<file path="src/sv/apc_pkg.sv">
`timescale 1ns / 1ps
// ----------------------------------------------------------------------------
// apc_pkg: shared types and constants of the analog pot counter unit
// Item kinds, go-word bit masks, capacitor levels and the per-line control
// struct used between the top level and the pot line slices.
// ----------------------------------------------------------------------------
package apc_pkg;

	localparam int NUM_LINES = 4;

	// item kinds
	typedef enum logic [2:0] {
		KIND_TICK   = 3'd0,
		KIND_GO     = 3'd1,
		KIND_RD0    = 3'd2,
		KIND_RD1    = 3'd3,
		KIND_STATUS = 3'd4
	} apc_kind_t;

	// go-word direction (1 = output) and data bits, order X0, Y0, X1, Y1
	localparam logic [15:0] DIR_MASK [NUM_LINES] = '{16'h0200, 16'h0800, 16'h2000, 16'h8000};
	localparam logic [15:0] DAT_MASK [NUM_LINES] = '{16'h0100, 16'h0400, 16'h1000, 16'h4000};

	localparam logic [7:0] CAP_FULL   = 8'hff;
	localparam logic [7:0] CAP_EMPTY  = 8'h00;
	localparam logic [3:0] LINES_NTSC = 4'd7;
	localparam logic [3:0] LINES_PAL  = 4'd8;

	// per-line control for one accepted item
	typedef struct packed {
		logic load;       // force level from go word
		logic load_full;  // forced level is full, else empty
		logic drain;      // discharge tick empties the capacitor
		logic count;      // counting tick
		logic charge;     // line in input mode charges on a counting tick
		logic clr;        // start bit clears the counter
	} apc_line_ctl_t;

endpackage

</file>
<file path="src/sv/apc_in_if.sv">
`timescale 1ns / 1ps
// ----------------------------------------------------------------------------
// apc_in_if: input item channel
// Valid/ready handshake carrying one request item of the pot counter unit.
// ----------------------------------------------------------------------------
interface apc_in_if;
	logic        valid;
	logic        ready;
	logic [2:0]  kind;
	logic [15:0] write_data;
	logic [7:0]  rate_x0;
	logic [7:0]  rate_y0;
	logic [7:0]  rate_x1;
	logic [7:0]  rate_y1;

	modport source (
		output valid, kind, write_data, rate_x0, rate_y0, rate_x1, rate_y1,
		input  ready
	);

	modport sink (
		input  valid, kind, write_data, rate_x0, rate_y0, rate_x1, rate_y1,
		output ready
	);
endinterface

</file>
<file path="src/sv/apc_out_if.sv">
`timescale 1ns / 1ps
// ----------------------------------------------------------------------------
// apc_out_if: result item channel
// Valid/ready handshake carrying one result item of the pot counter unit.
// ----------------------------------------------------------------------------
interface apc_out_if;
	logic        valid;
	logic        ready;
	logic [15:0] read_data;
	logic        busy_res;

	modport source (
		output valid, read_data, busy_res,
		input  ready
	);

	modport sink (
		input  valid, read_data, busy_res,
		output ready
	);
endinterface

</file>
<file path="src/sv/apc_line.sv">
`timescale 1ns / 1ps
// ----------------------------------------------------------------------------
// apc_line: one pot line slice
// Holds the 8-bit counter and 8-bit capacitor level of one line and applies
// the force, discharge, count and charge updates of one item.
// ----------------------------------------------------------------------------
module apc_line (
	input  logic                  clk,
	input  logic                  arst_n,
	input  apc_pkg::apc_line_ctl_t ctl,
	input  logic [7:0]            rate,
	output logic [7:0]            count,
	output logic                  not_full,
	output logic                  full_next
);
	import apc_pkg::*;

	logic [7:0] cnt_q;
	logic [7:0] cap_q;
	logic [7:0] cnt_d;
	logic [7:0] cap_d;
	logic [8:0] sum;

	// saturating charge
	assign sum = {1'b0, cap_q} + {1'b0, rate};

	// next counter and level
	always_comb begin
		cnt_d = cnt_q;
		cap_d = cap_q;
		if (ctl.load) begin
			cap_d = ctl.load_full ? CAP_FULL : CAP_EMPTY;
		end
		if (ctl.drain) begin
			cap_d = CAP_EMPTY;
		end
		if (ctl.clr) begin
			cnt_d = 8'd0;
		end
		if (ctl.count && (cap_q != CAP_FULL)) begin
			cnt_d = cnt_q + 8'd1;
			if (ctl.charge) begin
				cap_d = sum[8] ? CAP_FULL : sum[7:0];
			end
		end
	end

	// state
	always_ff @(posedge clk or negedge arst_n) begin
		if (!arst_n) begin
			cnt_q <= 8'd0;
			cap_q <= CAP_EMPTY;
		end else begin
			cnt_q <= cnt_d;
			cap_q <= cap_d;
		end
	end

	assign count     = cnt_q;
	assign not_full  = (cap_q != CAP_FULL);
	assign full_next = (cap_d == CAP_FULL);

endmodule

</file>
<file path="src/sv/apc_out_stage.sv">
`timescale 1ns / 1ps
// ----------------------------------------------------------------------------
// apc_out_stage: result register
// Holds one finished result item; takes a new one whenever it is empty or
// its item leaves in the same cycle.
// ----------------------------------------------------------------------------
module apc_out_stage (
	input  logic         clk,
	input  logic         arst_n,
	input  logic         load,
	input  logic [15:0]  read_data,
	input  logic         busy_res,
	output logic         can_load,
	apc_out_if.source    rsp
);
	logic        valid_q;
	logic [15:0] read_data_q;
	logic        busy_q;

	assign can_load = !valid_q || rsp.ready;

	// valid flag
	always_ff @(posedge clk or negedge arst_n) begin
		if (!arst_n) begin
			valid_q <= 1'b0;
		end else if (can_load) begin
			valid_q <= load;
		end
	end

	// payload
	always_ff @(posedge clk) begin
		if (load && can_load) begin
			read_data_q <= read_data;
			busy_q      <= busy_res;
		end
	end

	assign rsp.valid     = valid_q;
	assign rsp.read_data = read_data_q;
	assign rsp.busy_res  = busy_q;

endmodule

</file>
<file path="src/sv/analog_pot_counter_unit.sv">
`timescale 1ns / 1ps
// ----------------------------------------------------------------------------
// analog_pot_counter_unit: four-line paddle pot counter
// Top level: go-word and discharge control, four line slices, result stage.
// ----------------------------------------------------------------------------
// Each request item (scanline tick, go-word write, port read or go status
// read) updates the pot line state and the result register at the same
// edge, the edge that accepts the item. A new item can be accepted every
// cycle, including while a finished result waits, as long as the result
// register is empty or being emptied; the only stall comes from the result
// side. Every item gives exactly one result: read_data carries the counter
// pair or the full-line bits (zero for ticks and writes) and busy_res the
// measurement-running flag after the item. cfg_wdata selects NTSC (7
// discharge lines) when 1, PAL (8) when 0, and must be written only while
// the block is idle; the block itself does not enforce this.
module analog_pot_counter_unit (
	input  logic     clk,
	input  logic     arst_n,
	input  logic     cfg_we,
	input  logic     cfg_wdata,
	apc_in_if.sink   req,
	apc_out_if.source rsp
);
	import apc_pkg::*;

	logic        ntsc_q;
	logic [15:0] go_q;
	logic [3:0]  left_q;
	logic        running_q;

	logic        accept;
	logic        can_load;
	apc_kind_t   kind;
	logic [15:0] apply_word;
	logic        apply_en;
	logic        tick_dis;
	logic        tick_cnt;
	logic [3:0]  left_dec;
	logic        start;

	logic [15:0] go_d;
	logic [3:0]  left_d;
	logic        running_d;
	logic [15:0] rd;

	apc_line_ctl_t ctl       [NUM_LINES];
	logic [7:0]    rate      [NUM_LINES];
	logic [7:0]    count     [NUM_LINES];
	logic          not_full  [NUM_LINES];
	logic          full_next [NUM_LINES];

	// handshake and item decode
	assign req.ready  = can_load;
	assign accept     = req.valid && can_load;
	assign kind       = apc_kind_t'(req.kind);
	assign apply_word = (kind == KIND_GO) ? req.write_data : go_q;
	assign apply_en   = accept && ((kind == KIND_GO) || (kind == KIND_RD0) ||
	                               (kind == KIND_RD1) || (kind == KIND_STATUS));
	assign tick_dis   = accept && (kind == KIND_TICK) && (left_q != 4'd0);
	assign tick_cnt   = accept && (kind == KIND_TICK) && (left_q == 4'd0);
	assign left_dec   = left_q - 4'd1;
	assign start      = accept && (kind == KIND_GO) && req.write_data[0];

	assign rate[0] = req.rate_x0;
	assign rate[1] = req.rate_y0;
	assign rate[2] = req.rate_x1;
	assign rate[3] = req.rate_y1;

	// pot line slices
	for (genvar i = 0; i < NUM_LINES; i++) begin : g_line
		always_comb begin
			ctl[i].load      = apply_en && ((apply_word & DIR_MASK[i]) != 16'd0);
			ctl[i].load_full = (apply_word & DAT_MASK[i]) != 16'd0;
			ctl[i].drain     = tick_dis && (left_dec != 4'd0) &&
			                   ((go_q & DIR_MASK[i]) == 16'd0);
			ctl[i].count     = tick_cnt;
			ctl[i].charge    = (go_q & DIR_MASK[i]) == 16'd0;
			ctl[i].clr       = start;
		end

		apc_line u_line (
			.clk       (clk),
			.arst_n    (arst_n),
			.ctl       (ctl[i]),
			.rate      (rate[i]),
			.count     (count[i]),
			.not_full  (not_full[i]),
			.full_next (full_next[i])
		);
	end

	// control state and result data
	always_comb begin
		go_d      = go_q;
		left_d    = left_q;
		running_d = running_q;
		rd        = 16'd0;
		unique case (kind)
			KIND_TICK: begin
				if (left_q != 4'd0) begin
					left_d = left_dec;
				end else begin
					running_d = not_full[0] || not_full[1] || not_full[2] || not_full[3];
				end
			end
			KIND_GO: begin
				go_d = req.write_data;
				if (req.write_data[0]) begin
					left_d    = ntsc_q ? LINES_NTSC : LINES_PAL;
					running_d = 1'b1;
				end
			end
			KIND_RD0: begin
				running_d = 1'b1;
				rd        = {count[1], count[0]};
			end
			KIND_RD1: begin
				running_d = 1'b1;
				rd        = {count[3], count[2]};
			end
			KIND_STATUS: begin
				for (int i = 0; i < NUM_LINES; i++) begin
					if (full_next[i]) begin
						rd = rd | DAT_MASK[i];
					end
				end
			end
			default: begin
			end
		endcase
	end

	// control registers
	always_ff @(posedge clk or negedge arst_n) begin
		if (!arst_n) begin
			ntsc_q    <= 1'b0;
			go_q      <= 16'd0;
			left_q    <= 4'd0;
			running_q <= 1'b0;
		end else begin
			if (cfg_we) begin
				ntsc_q <= cfg_wdata;
			end
			if (accept) begin
				go_q      <= go_d;
				left_q    <= left_d;
				running_q <= running_d;
			end
		end
	end

	// result register
	apc_out_stage u_out (
		.clk       (clk),
		.arst_n    (arst_n),
		.load      (accept),
		.read_data (rd),
		.busy_res  (running_d),
		.can_load  (can_load),
		.rsp       (rsp)
	);

	// every accepted item shows up as a result on the next cycle
	a_result_follows: assert property (@(posedge clk) disable iff (!arst_n)
		req.valid && req.ready |=> rsp.valid)
		else $error("accepted item produced no result");

	// discharge never exceeds the longest line count
	a_left_range: assert property (@(posedge clk) disable iff (!arst_n)
		left_q <= LINES_PAL)
		else $error("discharge count out of range");

	// a measurement in discharge is always running
	a_discharge_busy: assert property (@(posedge clk) disable iff (!arst_n)
		left_q != 4'd0 |-> running_q)
		else $error("discharge without running flag");

	// a start write loads the discharge count and shows busy
	a_start_loads: assert property (@(posedge clk) disable iff (!arst_n)
		start |=> (left_q == LINES_NTSC || left_q == LINES_PAL) && running_q && rsp.busy_res)
		else $error("start write did not begin a measurement");

endmodule
</file>
<file path="src/flat_wrapper.sv">
// flat-port wrapper written by rule: the top's interface ports become plain ports
module analog_pot_counter_unit_flat import apc_pkg::*;
  (clk, arst_n, cfg_we, cfg_wdata, req_valid, req_kind, req_write_data, req_rate_x0, req_rate_y0, req_rate_x1, req_rate_y1, req_ready, rsp_valid, rsp_read_data, rsp_busy_res, rsp_ready);
  apc_in_if req_i ();
  apc_out_if rsp_i ();
  input  logic clk;
  input  logic arst_n;
  input  logic cfg_we;
  input  logic cfg_wdata;
  input wire logic [$bits(req_i.valid)-1:0] req_valid;
  input wire logic [$bits(req_i.kind)-1:0] req_kind;
  input wire logic [$bits(req_i.write_data)-1:0] req_write_data;
  input wire logic [$bits(req_i.rate_x0)-1:0] req_rate_x0;
  input wire logic [$bits(req_i.rate_y0)-1:0] req_rate_y0;
  input wire logic [$bits(req_i.rate_x1)-1:0] req_rate_x1;
  input wire logic [$bits(req_i.rate_y1)-1:0] req_rate_y1;
  output wire logic [$bits(req_i.ready)-1:0] req_ready;
  output wire logic [$bits(rsp_i.valid)-1:0] rsp_valid;
  output wire logic [$bits(rsp_i.read_data)-1:0] rsp_read_data;
  output wire logic [$bits(rsp_i.busy_res)-1:0] rsp_busy_res;
  input wire logic [$bits(rsp_i.ready)-1:0] rsp_ready;
  assign req_i.valid = req_valid;
  assign req_i.kind = req_kind;
  assign req_i.write_data = req_write_data;
  assign req_i.rate_x0 = req_rate_x0;
  assign req_i.rate_y0 = req_rate_y0;
  assign req_i.rate_x1 = req_rate_x1;
  assign req_i.rate_y1 = req_rate_y1;
  assign req_ready = req_i.ready;
  assign rsp_valid = rsp_i.valid;
  assign rsp_read_data = rsp_i.read_data;
  assign rsp_busy_res = rsp_i.busy_res;
  assign rsp_i.ready = rsp_ready;
  analog_pot_counter_unit u_core (.clk(clk), .arst_n(arst_n), .cfg_we(cfg_we), .cfg_wdata(cfg_wdata), .req(req_i), .rsp(rsp_i));
endmodule
</file>
<file path="config.mk">
export PLATFORM = sky130hd
export DESIGN_NAME = analog_pot_counter_unit_flat
export DESIGN_NICKNAME = d
export VERILOG_FILES = /design/src/sv/apc_pkg.sv /design/src/sv/apc_in_if.sv /design/src/sv/apc_out_if.sv /design/src/sv/apc_line.sv /design/src/sv/apc_out_stage.sv /design/src/sv/analog_pot_counter_unit.sv /design/src/flat_wrapper.sv
export SDC_FILE = /design/constraint.sdc
export NUM_CORES = 1
export LEC_CHECK = 0
export ABC_CLOCK_PERIOD_IN_PS = 3900
export BUFFER_PORTS_ARGS = -buffer_cell sky130_fd_sc_hd__clkbuf_2
export CAP_MARGIN = 10
export CORE_MARGIN = 8
export CORE_UTILIZATION = 40
export DETAILED_ROUTE_END_ITERATION = 8
export PLACE_DENSITY_LB_ADDON = 0.05
export REMOVE_ABC_BUFFERS = 1
export SLEW_MARGIN = 20
export SYNTH_ARGS = -nofsm -noshare
export SYNTH_HDL_FRONTEND = slang
export SYNTH_SLANG_ARGS = --single-unit
</file>
<file path="constraint.sdc">
create_clock -name clk -period 3.9 [get_ports clk]
set_input_delay 0.39 -clock clk [delete_from_list [all_inputs] [get_ports clk]]
set_output_delay 0.39 -clock clk [all_outputs]
set_load 0.05 [all_outputs]
</file>
Word level (Yosys, flattened, before mapping)
Cells that the tools add are included.

Bits in registers: 104. Bits of input ports: 57. Output and inout bits: 19.

Add/sub/neg operators: 9. Equality and inequality tests: 14. Multiplexer cells: 42. Reductions and logical operators: 45.

Operators with widths (number): $mux W8 (29); $logic_not A16 Y1 (4); $pmux W16 S3 (1); $add A8 B8 Y9 (4); $add A8 B1 Y8 const B (4); $eq A8 B8 Y1 const B (4); $ne A8 B8 Y1 const B (4); $logic_and A1 B1 Y1 (21); $mux W16 (1); $mux W15 (1); $mux W13 (1); $mux W4 (3); $mux W11 (1); $reduce_bool A2 Y1 (5); $mux W9 (1); $pmux W4 S2 (1); $reduce_bool A4 Y1 (2); $logic_or A1 B1 Y1 (7); $eq A3 B2 Y1 const B (2); $logic_not A4 Y1 (1); $ne A2 B2 Y1 const B (2); $reduce_and A4 Y1 (1); $sub A4 B1 Y4 const B (1); $eq A3 B1 Y1 const B (1); 7 further kinds (8).

Longest topological paths before layout
Word-level depth: 16. Depth in mapped cells: 11. Depth with buffers taken out: 9.

Hierarchy
Synthesis repeated with hierarchy kept, for this count alone.

Cell total of the unflattened synthesis: 805. Area, all modules: 7095.6 um^2.

Modules (own cells, without submodules): apc_line (u_core.g_line[0].u_line ...) (times used 3, cells an instance 160, area each 1316.3 um^2, seq. area each 400.4 um^2); apc_line (u_core.g_line[3].u_line) (times used 1, cells an instance 155, area each 1352.5 um^2, seq. area each 400.4 um^2); analog_pot_counter_unit (times used 1, cells an instance 149, area each 1229.9 um^2, seq. area each 350.3 um^2); apc_out_stage (times used 1, cells an instance 21, area each 564.3 um^2, seq. area each 535.5 um^2).

Worst setup path after synthesis
OpenSTA, ideal clock, no wires.

Path kind: register to register. Start point: register u_core.u_out.valid_q, in the netlist u_core.u_out.rsp.valid. End point: register u_core.left_q[3]. Data arrival time: 2.918 ns. Data required time: 3.779 ns. Path slack: 0.861 ns. Stages on the path, launching flop included: 9. Path buffers: 2. Clock period less this slack: 3.039 ns. Cells stage by stage: dfrtp_1 > nand2b_1 > clkbuf_1 > and2_0 > clkbuf_1 > nand3_1 > nand2_1 > o21ai_0 > a22o_1.

Word-level cells in the longest chain between the ends: 4.

RTL lines: from (decl) (line apc_out_stage.sv:16) `logic valid_q;`; from (signal assigned) (line apc_out_stage.sv:27) `valid_q <= load;`; $logic_not A1 Y1 (line apc_out_stage.sv:20) `assign can_load = !valid_q || rsp.ready;`; $logic_or A1 B1 Y1 (line apc_out_stage.sv:20); via req_ready (line flat_wrapper.sv:17) `output wire logic [$bits(req_i.ready)-1:0] req_ready;`; $logic_and A1 B1 Y1 (line analog_pot_counter_unit.sv:54) `assign accept = req.valid && can_load;`; $reduce_and A4 Y1 (no source line); to (signal assigned) (line analog_pot_counter_unit.sv:146) `left_q <= left_d;`; to (decl) (line analog_pot_counter_unit.sv:28) `logic [3:0] left_q;`.

The timed path passes the listed nets, and every way through them passes these cells. A chain may end at the register's enable or synchronous reset.

Worst setup path after layout
Start point: register u_core.left_q[0]. End point: register u_core.u_out.read_data_q[14], in the netlist u_core.u_out.rsp.read_data[14], data pin.

Word-level cells in the longest chain between the ends: 10. Elaborated cells between the ends (all ways): 15. Those cells by class: 1 x add/sub; 1 x eq/ne; 5 x mux; 8 x reduce/logical.

RTL lines: $sub A4 B1 Y4 or $reduce_bool A4 Y1 (tied branches) (line analog_pot_counter_unit.sv:61, analog_pot_counter_unit.sv:59); $reduce_bool A4 Y1 or $logic_and A1 B1 Y1 (tied branches) (line analog_pot_counter_unit.sv:74, analog_pot_counter_unit.sv:59); $logic_and A1 B1 Y1 (2 in a row) (line analog_pot_counter_unit.sv:74) `ctl[i].drain = tick_dis && (left_dec != 4'd0) &&`; $mux W8 (line apc_line.sv:34) `if (ctl.drain) begin`; $mux W8 (line apc_line.sv:42) `if (ctl.charge) begin`; $mux W8 * (line apc_line.sv:40) `if (ctl.count && (cap_q != CAP_FULL)) begin`; via u_core.g_line[3].u_line.cap_d[7] (line apc_line.sv:21) `logic [7:0] cap_d;`; $eq A8 B8 Y1 * (line apc_line.sv:61) `assign full_next = (cap_d == CAP_FULL);`; $mux W15 * (line analog_pot_counter_unit.sv:123) `if (full_next[i]) begin`; $pmux W16 S3 * (line analog_pot_counter_unit.sv:98) `unique case (kind)`; via u_core.rd[14] (line analog_pot_counter_unit.sv:44) `logic [15:0] rd;`; to (signal assigned) (line apc_out_stage.sv:34) `read_data_q <= read_data;`; to (decl) (line apc_out_stage.sv:17) `logic [15:0] read_data_q;`.

The timed path passes the listed nets; every way through them passes the cells marked *.

==> impl_metrics.yaml <==
clocking:
  cts_tree: "built"
  cts.sinks: 96
  cts_made_buffers: 9
  cts_setup_buffers: 0
  clock_path_buffers: 2
  cts.repair.resized: 0
  clock_latency_ps: 360
  h-tree-depth: 3
  cts_root_buf: "clkbuf_16"
  clk_pin_slew_ps: 60
  hold_buffers: 0
synthesis:
  synth_cell_types: 71
  postSynth.asyncResetShare_pct: 82.3
  syn-cell-area_mm2: 0.00630
  avgSynthCellArea_um2: 9.21
  synth-seq-cells: 96
  yosysMostFrequentCell: "dfrtp_1"
  ys.flop_type: "dfrtp_1"
  synth_top_cell_by_area: "dfrtp_1"
  yosysSeqAreaShare_pct: 39.5
  ys_top_cells_by_area: "dfrtp_1, edfxtp_1, ha_1"
  synth_top_area_share_pct: 31.4
  ys_top_cells_by_count: "dfrtp_1, o21ai_0, nor2_1"
  netlist_instances: 684
  synth_edf_count: 17
  ys_warn_count: 0
global_route:
  antenna_found_initial: 0
  grt_pass1_vias: 5579
  grtUsageMet1_pct: 22.2
  grtUsageMet3_pct: 3.13
  busiest_layer: "met2"
  grt_max_degree: 80
  grt_use_total_pct: 17.3
  grt.overflow.total: 0
  use_met2_pct: 28.9
  grt_pass1_wl_um: 28000
route:
  routed_via_density: 5.65
  first_pass_iters: 5
  postRouteAntennaNets: 0
  drtIter0Drc: 339
  drc_errors: 0
  vias: 5500
  routed_wl_um: 16800
  wl_per_cell_um: 17.3
hold_path:
  hold_path.class: "in2async"
critical_path:
  r2r_slack_ps: 680
  crit_path_max_fanout: 9
  cp_slowest_cell: "or3_1"
  cp-end-kind: "flip-flop"
  cp_slowest_stage_delay_ps: 470
  crit_arrival_ps: 3450
  critPathKind: "reg2reg"
  worstPathRequired_ps: 4120
  crit_chain: "inv_1, ha_1, nor3b_4, nand4_1, buf_4, or3_1, nand3b_1, o221ai_1, and4_1, a41o_1"
  worst_setup_path_start_kind: "flip-flop"
placed_design:
  post_dp_cell_area_mm2: 0.00689
  gp_congestion: 0.854
  dp_hpwl_um: 12900
  portBuffers: 68
sta:
  rsz0062_at_grt: "no"
  finalSetupViolCount: 0
  tightest_slew_ps: 752
  setup_tns_ps: 0
  period_minus_slack_ps: 3220
  fmax_mhz: 310
  fin_skew_ps: 12.8
  fin_crit_sh_pct: 82.6
  slew_headroom_pct: 49.9
  drv_slew: 0
  finalHoldViolCount: 0
finish:
  multiInputGateArea_mm2: 0.00370
  n_antenna_cell: 0
  regArea_mm2: 0.00249
  drive_above_1_share_pct: 16.8
  postLayoutCellArea_mm2: 0.00717
  n_fill_cell: 1527
  synthToLayoutAreaGrowth_pct: 13.9
  final_nets: 852
power:
  p_clk_share_pct: 20.8
  p_int_mw: 2.47
  ir_drop_v: 0.000223
  pwr-share-comb_pct: 43.0
  power.switching_mw: 1.67
  swShare_pct: 40.3
  p_leak_nw: 3.33
  powerDensity_mw_per_mm2: 577
  seq_power_share_pct: 36.2
  power_mw: 4.14
run:
  max_cap_violations: 0
die:
  io-pin-count: 76
  core_area_mm2: 0.0157
  design.die.area_mm2: 0.0200
  die_y_um: 141
  initial_core_util_pct: 40.2
  std_cell_rows: 46
  dieWidth_um: 141
outcome:
  status: "finished, final reports clean"
## cell type report
type / count / area share, %
Clock buffer: 9 / 3.14
Sequential cell: 96 / 34.7
Inverter: 12 / 0.628
Timing Repair Buffer: 74 / 5.46
Multi-Input combinational cell: 559 / 51.5
Clock inverter: 7 / 0.802
Tap cell: 216 / 3.77
## flip-flops by register name, indices dropped and copies added, names as in the netlist
signal,cells
u_core.g_line.u_line.cap_q,32
u_core.g_line.u_line.count,32
u_core.u_out.rsp.read_data,16
u_core.go_q,8
u_core.left_q,4
u_core.ntsc_q,1
u_core.running_q,1
u_core.u_out.rsp.busy_res,1
u_core.u_out.rsp.valid,1
## cells in the final DEF, fill, tap and decap left out, drive strengths merged, types with 11 or more instances in the layout
cell | netlist | final
o21ai | 76 | 76
nor2 | 71 | 71
mux2i | 17 | 17
and3 | 18 | 18
ha | 39 | 39
inv | 12 | 17
edfxtp | 17 | 17
dfrtp | 79 | 79
nand4 | 19 | 19
clkbuf | 12 | 76
nand3 | 26 | 26
or2 | 13 | 13
o22ai | 11 | 11
o21a | 12 | 12
a21oi | 47 | 47
a21o | 16 | 16
nand2 | 55 | 55
mux2 | 12 | 12
## through the flow
step / setup WS (ps) / hold slack [ps] / std cells / utilization (%)
detailed placement: 674 / 479 / 957 / 44.0
floorplan: 670 / 94.4 / 667 / -
global route: 454 / 147 / 973 / 45.8
finish: 677 / 85.6 / 973 / 45.8
global placement: 726 / 474 / 957 / 44.0
CTS: 679 / 264 / 973 / 45.8
## power groups by stage
stage	clock network [mW]	logic, mW	registers, mW
2_1_floorplan	0	1.37	1.46
3_3_place_gp	0	1.72	1.51
3_5_place_dp	0	1.77	1.52
4_1_cts	0.877	1.78	1.50
5_1_grt	0.929	2.02	1.53
6_report	0.860	1.78	1.50
## kinds of logic (layout without fill, tap and decap cells)
logic type | Yosys count | in the layout | synth area share [%]
compound gates | 232 | 232 | 23.6
xor+xnor | 13 | 13 | 1.81
fa+ha+maj | 43 | 43 | 9.02
buf+inv | 29 | 102 | 1.81
flops | 96 | 96 | 39.5
mux | 29 | 29 | 4.85
simple gates | 242 | 242 | 19.4
## metal layers
| layer | share of wire, % | up-vias |
|---|---|---|
| li1 | - | 2721 |
| met1 | 47 | 2654 |
| met2 | 47 | 106 |
| met3 | 4.0 | 19 |
| met4 | 1.7 | 0 |
| met5 | 0 | - |
## critical path: cells and delay by family, from the launching register on
kind                       cells  cell delay, ps
AOI/OAI and AO/OA              2             270
adders and majority gates      1             180
DFF                            1             420
and+or+nand+nor                5            1770
buffers and inverters          2             440
## worst paths after layout
kind | startpoint | endpoint | depth (start not counted)
max | u_core.left_q[0]$_DFFE_PN0P_ | u_core.u_out.rsp.read_data[14]$_DFFE_PP_ | 10
min | arst_n | u_core.g_line[2].u_line.cap_q[3]$_DFF_PN0_ | 1
max reg2reg | u_core.left_q[0]$_DFFE_PN0P_ | u_core.u_out.rsp.read_data[14]$_DFFE_PP_ | 10
min reg2reg | u_core.g_line[1].u_line.count[7]$_DFFE_PN0P_ | u_core.g_line[1].u_line.count[7]$_DFFE_PN0P_ | 1
max in group asynchronous | arst_n | u_core.g_line[1].u_line.cap_q[4]$_DFF_PN0_ | 1
min in group clk | cfg_wdata | u_core.ntsc_q$_DFFE_PN0P_ | 2
(Power assumes the default switching activity.)
